<file path="src/rtl/decimal_seven_segment_command_stream_macros.svh">
// Assertion macros used by the decimal seven-segment command stream top level.
`ifndef DECIMAL_SEVEN_SEGMENT_COMMAND_STREAM_MACROS_SVH
`define DECIMAL_SEVEN_SEGMENT_COMMAND_STREAM_MACROS_SVH

// Condition a implies condition b in the same cycle.
`define DSSC_ASSERT_IMPLIES(label, clk, rst_n, a, b) \
    label: assert property (@(posedge clk) disable iff (!rst_n) (a) |-> (b)) \
        else $error("dssc assertion failed");

// Condition a implies condition b in the following cycle.
`define DSSC_ASSERT_NEXT(label, clk, rst_n, a, b) \
    label: assert property (@(posedge clk) disable iff (!rst_n) (a) |=> (b)) \
        else $error("dssc assertion failed");

`endif

</file>
<file path="src/rtl/dssc_pkg.sv">
// Package with the types, constants and segment table of the seven-segment stream.
`timescale 1ns / 1ps

package dssc_pkg;

    localparam int unsigned VALUE_W  = 15;
    localparam int unsigned BIN_W    = 14;
    localparam int unsigned DIGITS   = 4;
    localparam int unsigned STEPS    = BIN_W / 2;
    localparam int unsigned BYTES    = 2 * DIGITS;

    localparam logic [VALUE_W-1:0] VALUE_LIMIT = 15'd10000;
    localparam logic [7:0]         CMD_BASE    = 8'h7A;

    // Segment patterns for the digits 0 to 9.
    localparam logic [7:0] SEG_TABLE [10] = '{
        8'd63, 8'd6, 8'd91, 8'd79, 8'd102, 8'd109, 8'd125, 8'd7, 8'd127, 8'd111
    };

    // Control for one digit cell of the conversion chain.
    typedef struct packed {
        logic clear;
        logic shift;
    } cell_ctl_t;

    // Maps a BCD digit to its segment pattern; codes above nine show blank.
    function automatic logic [7:0] seg_pattern(input logic [3:0] digit);
        logic [7:0] pattern;
        pattern = 8'd0;
        if (digit < 4'd10)
        begin
            pattern = SEG_TABLE[digit];
        end
        return pattern;
    endfunction

endpackage

</file>
<file path="src/rtl/dssc_digit_cell.sv">
// One BCD digit cell of the shift-and-add-three conversion chain, two bits per cycle.
`timescale 1ns / 1ps

module dssc_digit_cell (
    input  logic              clk,
    input  logic              rst_n,
    input  dssc_pkg::cell_ctl_t ctl,
    input  logic              bit_hi,
    input  logic              bit_lo,
    output logic              carry_hi,
    output logic              carry_lo,
    output logic [3:0]        digit
);
    import dssc_pkg::*;

    logic [3:0] digit_reg;
    logic [3:0] digit_next;
    logic [3:0] adj0;
    logic [3:0] step1;
    logic [3:0] adj1;

    // Two dependent dabble steps: add three where the digit is five or more, then shift.
    always_comb
    begin
        adj0       = (digit_reg >= 4'd5) ? digit_reg + 4'd3 : digit_reg;
        carry_hi   = adj0[3];
        step1      = {adj0[2:0], bit_hi};
        adj1       = (step1 >= 4'd5) ? step1 + 4'd3 : step1;
        carry_lo   = adj1[3];
        digit_next = {adj1[2:0], bit_lo};
    end

    // The digit register is cleared when a new number enters the chain.
    always_ff @(posedge clk or negedge rst_n)
    begin
        if (!rst_n)
        begin
            digit_reg <= 4'd0;
        end
        else if (ctl.clear)
        begin
            digit_reg <= 4'd0;
        end
        else if (ctl.shift)
        begin
            digit_reg <= digit_next;
        end
    end

    assign digit = digit_reg;

endmodule

</file>
<file path="src/rtl/dssc_serialiser.sv">
// Output stage that turns four digits into the eight-byte command run.
`timescale 1ns / 1ps

module dssc_serialiser (
    input  logic       clk,
    input  logic       rst_n,
    input  logic       load,
    input  logic [3:0] digit3,
    input  logic [3:0] digit2,
    input  logic [3:0] digit1,
    input  logic [3:0] digit0,
    output logic       can_load,
    output logic [7:0] tx_byte,
    output logic       last,
    output logic       out_valid,
    input  logic       out_ready
);
    import dssc_pkg::*;

    logic       busy_reg;
    logic       busy_next;
    logic [2:0] idx_reg;
    logic [2:0] idx_next;
    logic [7:0] pattern_reg [DIGITS];
    logic       out_transfer;
    logic       run_end;

    assign out_transfer = busy_reg && out_ready;
    assign run_end      = out_transfer && (idx_reg == 3'(BYTES - 1));
    assign can_load     = !busy_reg || run_end;

    // Byte index steps on every transfer; a load restarts the run.
    always_comb
    begin
        busy_next = busy_reg;
        idx_next  = idx_reg;
        if (load)
        begin
            busy_next = 1'b1;
            idx_next  = 3'd0;
        end
        else if (run_end)
        begin
            busy_next = 1'b0;
            idx_next  = 3'd0;
        end
        else if (out_transfer)
        begin
            idx_next = idx_reg + 3'd1;
        end
    end

    always_ff @(posedge clk or negedge rst_n)
    begin
        if (!rst_n)
        begin
            busy_reg <= 1'b0;
            idx_reg  <= 3'd0;
        end
        else
        begin
            busy_reg <= busy_next;
            idx_reg  <= idx_next;
        end
    end

    // Segment patterns are looked up once, when the digits are handed over.
    always_ff @(posedge clk)
    begin
        if (load)
        begin
            pattern_reg[0] <= seg_pattern(digit3);
            pattern_reg[1] <= seg_pattern(digit2);
            pattern_reg[2] <= seg_pattern(digit1);
            pattern_reg[3] <= seg_pattern(digit0);
        end
    end

    // Even bytes are position commands, odd bytes the position's pattern.
    always_comb
    begin
        if (idx_reg[0])
        begin
            tx_byte = pattern_reg[idx_reg[2:1]];
        end
        else
        begin
            tx_byte = CMD_BASE + {6'd0, idx_reg[2:1]} + 8'd1;
        end
    end

    assign last      = (idx_reg == 3'(BYTES - 1));
    assign out_valid = busy_reg;

endmodule

</file>
<file path="src/rtl/decimal_seven_segment_command_stream.sv">
// Top level of the decimal to seven-segment command stream.
//
// Input channel: value with in_valid / in_ready; a transfer takes one number.
// Output channel: tx_byte and last with out_valid / out_ready; each number
// from 0 to 9999 yields eight transfers: 0x7B, thousands pattern, 0x7C,
// hundreds pattern, 0x7D, tens pattern, 0x7E, units pattern (last set).
// Numbers of 10000 or more are taken and dropped without output.
// A chain of four BCD digit cells converts the number two bits per cycle;
// the result then waits in the done state until it is handed over to the
// output stage. The eight-byte output run sets the sustained rate while
// out_ready stays high. A new number is converted while the previous run
// is still being sent.
// Reset clears the conversion and output control; nothing is pending after it.
// When the receiver stalls, the current byte holds, the finished conversion
// waits for the output stage, and in_ready drops until it can be handed over.
`timescale 1ns / 1ps
`include "decimal_seven_segment_command_stream_macros.svh"

module decimal_seven_segment_command_stream (
    input  logic        clk,
    input  logic        rst_n,
    input  logic        in_valid,
    output logic        in_ready,
    input  logic [14:0] value,
    output logic        out_valid,
    input  logic        out_ready,
    output logic [7:0]  tx_byte,
    output logic        last
);
    import dssc_pkg::*;

    logic             conv_busy_reg;
    logic             conv_busy_next;
    logic             conv_done_reg;
    logic             conv_done_next;
    logic [2:0]       cnt_reg;
    logic [2:0]       cnt_next;
    logic [BIN_W-1:0] bits_reg;
    logic             in_transfer;
    logic             value_big;
    logic             start;
    logic             handoff;
    logic             ser_can_load;
    cell_ctl_t        cell_ctl;
    logic [DIGITS:0]  chain_hi;
    logic [DIGITS:0]  chain_lo;
    logic [3:0]       digit [DIGITS];

    // Handshake: the chain takes a number once its last result has moved on.
    assign handoff     = conv_done_reg && ser_can_load;
    assign in_ready    = !conv_busy_reg && (!conv_done_reg || handoff);
    assign in_transfer = in_valid && in_ready;
    assign value_big   = (value >= VALUE_LIMIT);
    assign start       = in_transfer && !value_big;

    assign cell_ctl.clear = start;
    assign cell_ctl.shift = conv_busy_reg;

    // Conversion sequencing: seven double steps, then wait for the output stage.
    always_comb
    begin
        conv_busy_next = conv_busy_reg;
        conv_done_next = conv_done_reg;
        cnt_next       = cnt_reg;
        if (handoff)
        begin
            conv_done_next = 1'b0;
        end
        if (start)
        begin
            conv_busy_next = 1'b1;
            cnt_next       = 3'd0;
        end
        else if (conv_busy_reg)
        begin
            if (cnt_reg == 3'(STEPS - 1))
            begin
                conv_busy_next = 1'b0;
                conv_done_next = 1'b1;
            end
            else
            begin
                cnt_next = cnt_reg + 3'd1;
            end
        end
    end

    always_ff @(posedge clk or negedge rst_n)
    begin
        if (!rst_n)
        begin
            conv_busy_reg <= 1'b0;
            conv_done_reg <= 1'b0;
            cnt_reg       <= 3'd0;
        end
        else
        begin
            conv_busy_reg <= conv_busy_next;
            conv_done_reg <= conv_done_next;
            cnt_reg       <= cnt_next;
        end
    end

    // Binary bits leave most significant first, two per cycle.
    always_ff @(posedge clk)
    begin
        if (start)
        begin
            bits_reg <= value[BIN_W-1:0];
        end
        else if (conv_busy_reg)
        begin
            bits_reg <= {bits_reg[BIN_W-3:0], 2'b00};
        end
    end

    assign chain_hi[0] = bits_reg[BIN_W-1];
    assign chain_lo[0] = bits_reg[BIN_W-2];

    // Row of digit cells, units first; carries pass to the next higher digit.
    for (genvar i = 0; i < DIGITS; i++)
    begin : g_cell
        dssc_digit_cell u_cell (
            .clk      (clk),
            .rst_n    (rst_n),
            .ctl      (cell_ctl),
            .bit_hi   (chain_hi[i]),
            .bit_lo   (chain_lo[i]),
            .carry_hi (chain_hi[i+1]),
            .carry_lo (chain_lo[i+1]),
            .digit    (digit[i])
        );
    end

    dssc_serialiser u_serialiser (
        .clk       (clk),
        .rst_n     (rst_n),
        .load      (handoff),
        .digit3    (digit[3]),
        .digit2    (digit[2]),
        .digit1    (digit[1]),
        .digit0    (digit[0]),
        .can_load  (ser_can_load),
        .tx_byte   (tx_byte),
        .last      (last),
        .out_valid (out_valid),
        .out_ready (out_ready)
    );

    // A number below 10000 never carries out of the thousands cell.
    `DSSC_ASSERT_IMPLIES(a_no_overflow, clk, rst_n, conv_busy_reg,
        !chain_hi[DIGITS] && !chain_lo[DIGITS])
    `DSSC_ASSERT_IMPLIES(a_busy_done_excl, clk, rst_n, conv_busy_reg, !conv_done_reg)
    `DSSC_ASSERT_IMPLIES(a_cnt_range, clk, rst_n, conv_busy_reg, cnt_reg < 3'(STEPS))
    `DSSC_ASSERT_NEXT(a_start_busy, clk, rst_n, start, conv_busy_reg && cnt_reg == 3'd0)
    `DSSC_ASSERT_NEXT(a_handoff_out, clk, rst_n, handoff, out_valid && tx_byte == CMD_BASE + 8'd1)

endmodule
</file>
<file path="config.mk">
export PLATFORM = sky130hd
export DESIGN_NAME = decimal_seven_segment_command_stream
export DESIGN_NICKNAME = d
export VERILOG_FILES = /design/src/rtl/dssc_pkg.sv /design/src/rtl/dssc_digit_cell.sv /design/src/rtl/dssc_serialiser.sv /design/src/rtl/decimal_seven_segment_command_stream.sv
export VERILOG_INCLUDE_DIRS = /design/src /design/src/rtl
export SDC_FILE = /design/constraint.sdc
export NUM_CORES = 1
export LEC_CHECK = 0
export ABC_CLOCK_PERIOD_IN_PS = 2870
export BUFFER_PORTS_ARGS = -buffer_cell sky130_fd_sc_hd__buf_2
export CAP_MARGIN = 30
export CORE_MARGIN = 3
export CORE_UTILIZATION = 56
export CTS_BUF_LIST = sky130_fd_sc_hd__clkbuf_8
export CTS_CLUSTER_DIAMETER = 50
export CTS_CLUSTER_SIZE = 30
export DETAILED_ROUTE_END_ITERATION = 8
export PLACE_DENSITY = 0.78
export SKIP_CTS_REPAIR_TIMING = 1
export SYNTH_ARGS = -nofsm -noshare
export SYNTH_HDL_FRONTEND = slang
export SYNTH_HIERARCHICAL = 1
export SYNTH_SLANG_ARGS = --single-unit
export TNS_END_PERCENT = 50
</file>
<file path="constraint.sdc">
create_clock -name clk -period 2.87 [get_ports clk]
set_input_delay 0.1435 -clock clk [delete_from_list [all_inputs] [get_ports clk]]
set_output_delay 0.1435 -clock clk [all_outputs]
set_load 0.01 [all_outputs]
</file>
Word-level counts from Yosys, hierarchy flattened --
Memories as Yosys holds them, arrays and structs flattened. Index checks and enable logic that the tools add are counted.
Word-level totals: flip-flop bits (word level) 39, bits in writable memories 32, memories 5, latch bits 0, memory bits (read-only) 512, output and inout port bits 11, logic and storage cells 119
Memory list:
- (no name shown) | words 16, bits a word 8, read ports 1, clocked after memory_dff 0, write ports 0, line dssc_pkg.sv:32 | pattern = SEG_TABLE[digit];
- (no name shown) | words 16, bits a word 8, read ports 1, clocked after memory_dff 0, write ports 0, line dssc_pkg.sv:32
- (no name shown) | words 16, bits a word 8, read ports 1, clocked after memory_dff 0, write ports 0, line dssc_pkg.sv:32
- (no name shown) | words 16, bits a word 8, read ports 1, clocked after memory_dff 0, write ports 0, line dssc_pkg.sv:32
- u_serialiser.pattern_reg | words 4, bits a word 8, read ports 1, clocked after memory_dff 0, write ports 4, line dssc_serialiser.sv:24 | logic [7:0] pattern_reg [DIGITS];
Operators by class: shifts and indexed selects 0, $mul 0, bitwise logic cells 4, muxes and demuxes 52, equal/unequal tests 3, add/sub/neg operators 12, div/mod/pow operators 0, reduce and logical (&&, ||, !) cells 16, order comparisons 17
Operator list (number):
- 8-bit 2-to-1 mux | 17
- 4-bit 2-to-1 mux | 14
- 4-bit by 3-bit greater-or-equal comparator with 1-bit output (second input constant) | 8
- 14-bit 2-to-1 mux | 2
- 4-bit by 2-bit adder with 4-bit output (second input constant) | 6
- 3-bit 2-to-1 mux | 8
- 5-bit greater-or-equal comparator (second input constant) | 4
- 4-bit inverter with 5-bit output | 4
- 4-bit less-than comparator (second input constant) | 4
- 15-bit by 14-bit greater-or-equal comparator with 1-bit output (second input constant) | 1
- 1-bit 2-to-1 mux | 11
- 7-bit by 2-bit adder with 8-bit output (first input constant) | 1
- 8-bit by 1-bit adder with 8-bit output (second input constant) | 1
- 3-bit by 1-bit adder with 3-bit output (second input constant) | 2
- 3-bit by 2-bit adder with 3-bit output (second input constant) | 2
- 3-bit equality test (second input constant) | 2
- 1-bit logical AND | 6
- 1-bit zero test | 4
- 2-bit nonzero test | 2
- 3-bit nonzero test | 1
- 1-bit logical OR | 2
- 2-bit != test (second input constant) | 1
- 2-bit AND reduction | 1

Depth between registers and ports, before layout --
depth in word-level cells 10, mapped depth 12, mapped depth without buffers 12

Modules after synthesis --
Netlist, hierarchy kept.
By module, submodules not included:
- dssc_serialiser | cells each 182, area each 2097.0 um^2, times used 1, sequential area each 940.9 um^2
- decimal_seven_segment_command_stream | cells each 60, area each 900.9 um^2, times used 1, sequential area each 545.5 um^2
- dssc_digit_cell (g_cell[0].u_cell ...) | cells each 46, area each 404.1 um^2, times used 2, sequential area each 100.1 um^2
- dssc_digit_cell (g_cell[2].u_cell ...) | cells each 43, area each 387.9 um^2, times used 2, sequential area each 100.1 um^2

Worst setup path after synthesis --
OpenSTA, ideal clock, no wires.
kind reg2reg, from register g_cell[2].u_cell.digit_reg[1], to register g_cell[3].u_cell.digit_reg[1], data required time 2766 ps, library setup time 104 ps, data arrival time 2961 ps, path slack -195 ps, stages on the path, launching flop included 13, path buffers 0, cell sequence dfrtp_1 clkinv_1 ha_1 nand2b_1 or2b_1 o21ai_0 inv_1 ha_1 nor2b_1 a2111o_1 o211a_1 or4b_1 o311ai_1
On the way: cells in the longest elaborated chain, start to end 6, elaborated cells between the ends (all ways) 8, those cells by class add/sub: 2; order compare: 2; mux: 4
RTL lines:
- from (decl) | line dssc_digit_cell.sv:16 | logic [3:0] digit_reg;
- from (signal assigned) | line dssc_digit_cell.sv:46 | digit_reg <= digit_next;
- 4-bit by 2-bit adder with 4-bit output or 4-bit by 3-bit greater-or-equal comparator with 1-bit output (tied branches) | line dssc_digit_cell.sv:25 | adj0 = (digit_reg >= 4'd5) ? digit_reg + 4'd3 : digit_reg;
- 4-bit 2-to-1 mux * | line dssc_digit_cell.sv:25
- named net chain_hi[3] | line decimal_seven_segment_command_stream.sv:45 | logic [DIGITS:0] chain_hi;
- 4-bit by 3-bit greater-or-equal comparator with 1-bit output or 3-bit by 2-bit adder with 3-bit output (tied branches) | line dssc_digit_cell.sv:28 | adj1 = (step1 >= 4'd5) ? step1 + 4'd3 : step1;
- 3-bit 2-to-1 mux * | line dssc_digit_cell.sv:28
- 4-bit 2-to-1 mux * | line dssc_digit_cell.sv:44 | else if (ctl.shift)
- 4-bit 2-to-1 mux * | line dssc_digit_cell.sv:40 | else if (ctl.clear)
- to (signal assigned) | line dssc_digit_cell.sv:46
- to (decl) | line dssc_digit_cell.sv:16
Mark *: on every way through the listed nets, which the timed path passes. The rest lies on a longest branch. The select of a mux whose other input is x is not followed. A chain may end at the register's enable or synchronous reset.

Worst setup path in the final report --
from register g_cell[2].u_cell.digit_reg[0], to register g_cell[3].u_cell.digit_reg[1]
The elaborated chain is that of the path after synthesis.

==> impl_table.tex <==
\begin{tabular}{lr}
\hline
Metric & Value \\
\hline
\multicolumn{2}{l}{\textbf{STA}} \\
Worst-case headroom to the max-slew limit & 0.449 \\
Summed negative setup slack over all endpoints & 0 ns \\
Worst-Margin Slew & 0.827 ns \\
Hold\_ws & 0.0752 ns \\
Worst setup margin & 0.0536 ns \\
Hold Violations, Final & 0 \\
Final critical-path required period & 2.82 ns \\
Setup violators final & 0 \\
Share of the clock period used by the worst path after layout & 0.981 \\
Pins over their slew limit & 0 \\
Timing-limited maximum frequency & 0.355 GHz \\
Post-Route Skew & 0.0154 ns \\
Setup repair after global routing missed its margin & true \\
\multicolumn{2}{l}{\textbf{Critical path}} \\
Critical path peak fanout & 3 \\
Category of the critical setup timing path & reg2reg \\
Endpoint required time on the critical path & 3.12 ns \\
Cell type of the slowest stage on the worst timing path & or4b\_1 \\
Most common cell type on the critical path & inv\_1 \\
Worst endpoint data arrival time & 3.07 ns \\
Cell-by-cell trace of the critical path & inv\_1 > ha\_2 > nand2b\_4 > or2b\_1 > o21ai\_2 > inv\_1 > ha\_1 > nor2b\_1 > a2111o\_1 > o211a\_1 > or4b\_1 > o311ai\_1 \\
Type of element capturing the critical path & register \\
CP peak stage delay & 0.47 ns \\
Worst reg2reg path depth & 12 \\
Startpoint Class & register \\
\multicolumn{2}{l}{\textbf{Die}} \\
DIE AREA & 9220 um2 \\
Floorplan Core Area & 7810 um2 \\
Core Rows & 32 \\
Initial core utilization & 0.581 \\
Die Width & 96.0 um \\
Top-level port count & 30 \\
Die H & 96.0 um \\
\multicolumn{2}{l}{\textbf{Routing}} \\
Antenna-violating nets left & 0 \\
Average wire length per cell after detail routing & 15.0 um \\
Pre-Repair DR Iteration Count & 4 \\
Total Wirelength & 8.59 mm \\
Number of remaining DRC errors & 0 \\
Post-detailed-route via-to-cell ratio & 5.59 \\
Count of routing violations after the opening detailed-route iteration & 192 \\
DR vias & 3208 \\
\multicolumn{2}{l}{\textbf{Clocking}} \\
Worst-path clk slew & 0.08 ns \\
H-tree depth & 3 \\
TritonCTS clock tree & done \\
Clock insertion delay at the later pin of the skew report & 0.35 ns \\
TritonCTS buffer count & 9 \\
Sink Count & 67 \\
Maximum buffer depth of the clock tree & 2 \\
Cell chosen for the clock root & clkbuf\_8 \\
\multicolumn{2}{l}{\textbf{GRT}} \\
Wire length of the first global-routing pass & 13.9 mm \\
Largest net degree at the start of global routing & 39 \\
Tot GR Track Use & 0.194 \\
Met3 track demand over resource & 0.0352 \\
Met2 track demand over resource in global routing & 0.325 \\
Via count of the first global-routing pass & 3005 \\
Global routing's busiest layer & met2 \\
Met1 Usage GRT & 0.253 \\
Number of antenna violations at the first check in global routing & 0 \\
Total congestion overflow after global routing & 0 \\
\multicolumn{2}{l}{\textbf{Min path}} \\
Class of the tightest hold or removal check & in2reg \\
Hold Path Depth & 2 \\
\multicolumn{2}{l}{\textbf{Layout}} \\
Antenna Cells & 0 \\
Post-layout nets & 531 \\
Signed area change from the synthesized netlist to the final layout & 14.6\% \\
Flip-flop count of the largest register after layout & 28 \\
Summed area of non-filler cells in the final layout & 5200 um2 \\
Fraction of final layout cells with drive strength greater than 1 & 0.248 \\
Final design utilization & 0.666 \\
Number of standard cells in the layout, taps in and fillers out & 574 \\
\multicolumn{2}{l}{\textbf{Synth}} \\
Cell Area, Synth & 4540 um2 \\
Synth Instances & 413 \\
Synthesized net count & 477 \\
Average instance area after synthesis & 11.0 um2 \\
Total number of yosys warnings & 6 \\
\multicolumn{2}{l}{\textbf{Placement}} \\
DP HPWL & 6.06 mm \\
Post-Place Worst Slack & -0.0131 ns \\
Placer's final routability congestion estimate & 0.834 \\
Number of I/O port buffers & 28 \\
Total placed instance area & 4910 um2 \\
\# placed instances & 553 \\
\multicolumn{2}{l}{\textbf{Power}} \\
Maximum resistive drop on vdd & 553 uV \\
PwrDens & 1330 nW/um2 \\
Leakage power & 2.24 nW \\
Power Total & 6.90 mW \\
\multicolumn{2}{l}{\textbf{Outcome}} \\
Result of the run & complete, no violations \\
\multicolumn{2}{l}{\textbf{Flow run}} \\
Total of max-cap violations & 0 \\
\hline
\end{tabular}
## path summary, 6_finish.rpt
path | startpoint | endpoint | slack (ns)
setup / recovery | g_cell[2].u_cell/digit[0]$_DFFE_PN0P_ | g_cell[3].u_cell/digit[1]$_DFFE_PN0P_ | 0.05
hold / removal | value[0] | bits_reg[0]$_SDFFCE_PN0P_ | 0.08
setup reg to reg | g_cell[2].u_cell/digit[0]$_DFFE_PN0P_ | g_cell[3].u_cell/digit[1]$_DFFE_PN0P_ | 0.05
hold reg to reg | bits_reg[12]$_DFFE_PP_ | g_cell[0].u_cell/digit[0]$_DFFE_PN0P_ | 0.51
max in group asynchronous | rst_n | g_cell[1].u_cell/digit[1]$_DFFE_PN0P_ | 2.05
min in group asynchronous | rst_n | conv_done_reg$_DFF_PN0_ | 0.36
## metal layers
layer  share of wire  routed length, um
met1            0.46               3930
met3           0.032                278
met4          0.0090                 77
met5               0                  0
met2            0.50               4300
## layout make-up
| type | instances | area (um2) |
|---|---|---|
| Fill cell | 567 | 2610 |
| Tap cell | 102 | 128 |
| Clock inverter | 7 | 92.6 |
| Timing Repair Buffer | 56 | 353 |
| Sequential cell | 67 | 1890 |
| Clock buffer | 9 | 124 |
| Multi-Input combinational cell | 295 | 2470 |
| Inverter | 38 | 145 |
## worst max-delay path, delay by kind of cell (launching register included)
kind | cells | cell delay, ns
adder cells (fa/ha/maj) | 2 | 0.44
flip-flops | 1 | 0.38
AND/OR/NAND/NOR | 4 | 0.95
AO/OA/AOI/OAI | 4 | 0.79
buffers and inverters | 2 | 0.15
## cell usage in the layout, fill, tap and decap left out, drive strengths merged, types with 13 or more instances in the layout
cell    count
a21oi      13
buf        55
dfrtp      25
edfxtp     42
ha         45
inv        40
mux2       17
mux2i      15
nand2      17
nand2b     23
nor2       22
o21ai      13
o22ai      24
## power breakdown
part	total [mW]	switching (mW)	internal, mW
registers	1.80	0.258	1.54
logic	4.24	2.27	1.97
clock network	0.860	0.372	0.487
(Power assumes the default switching activity.)
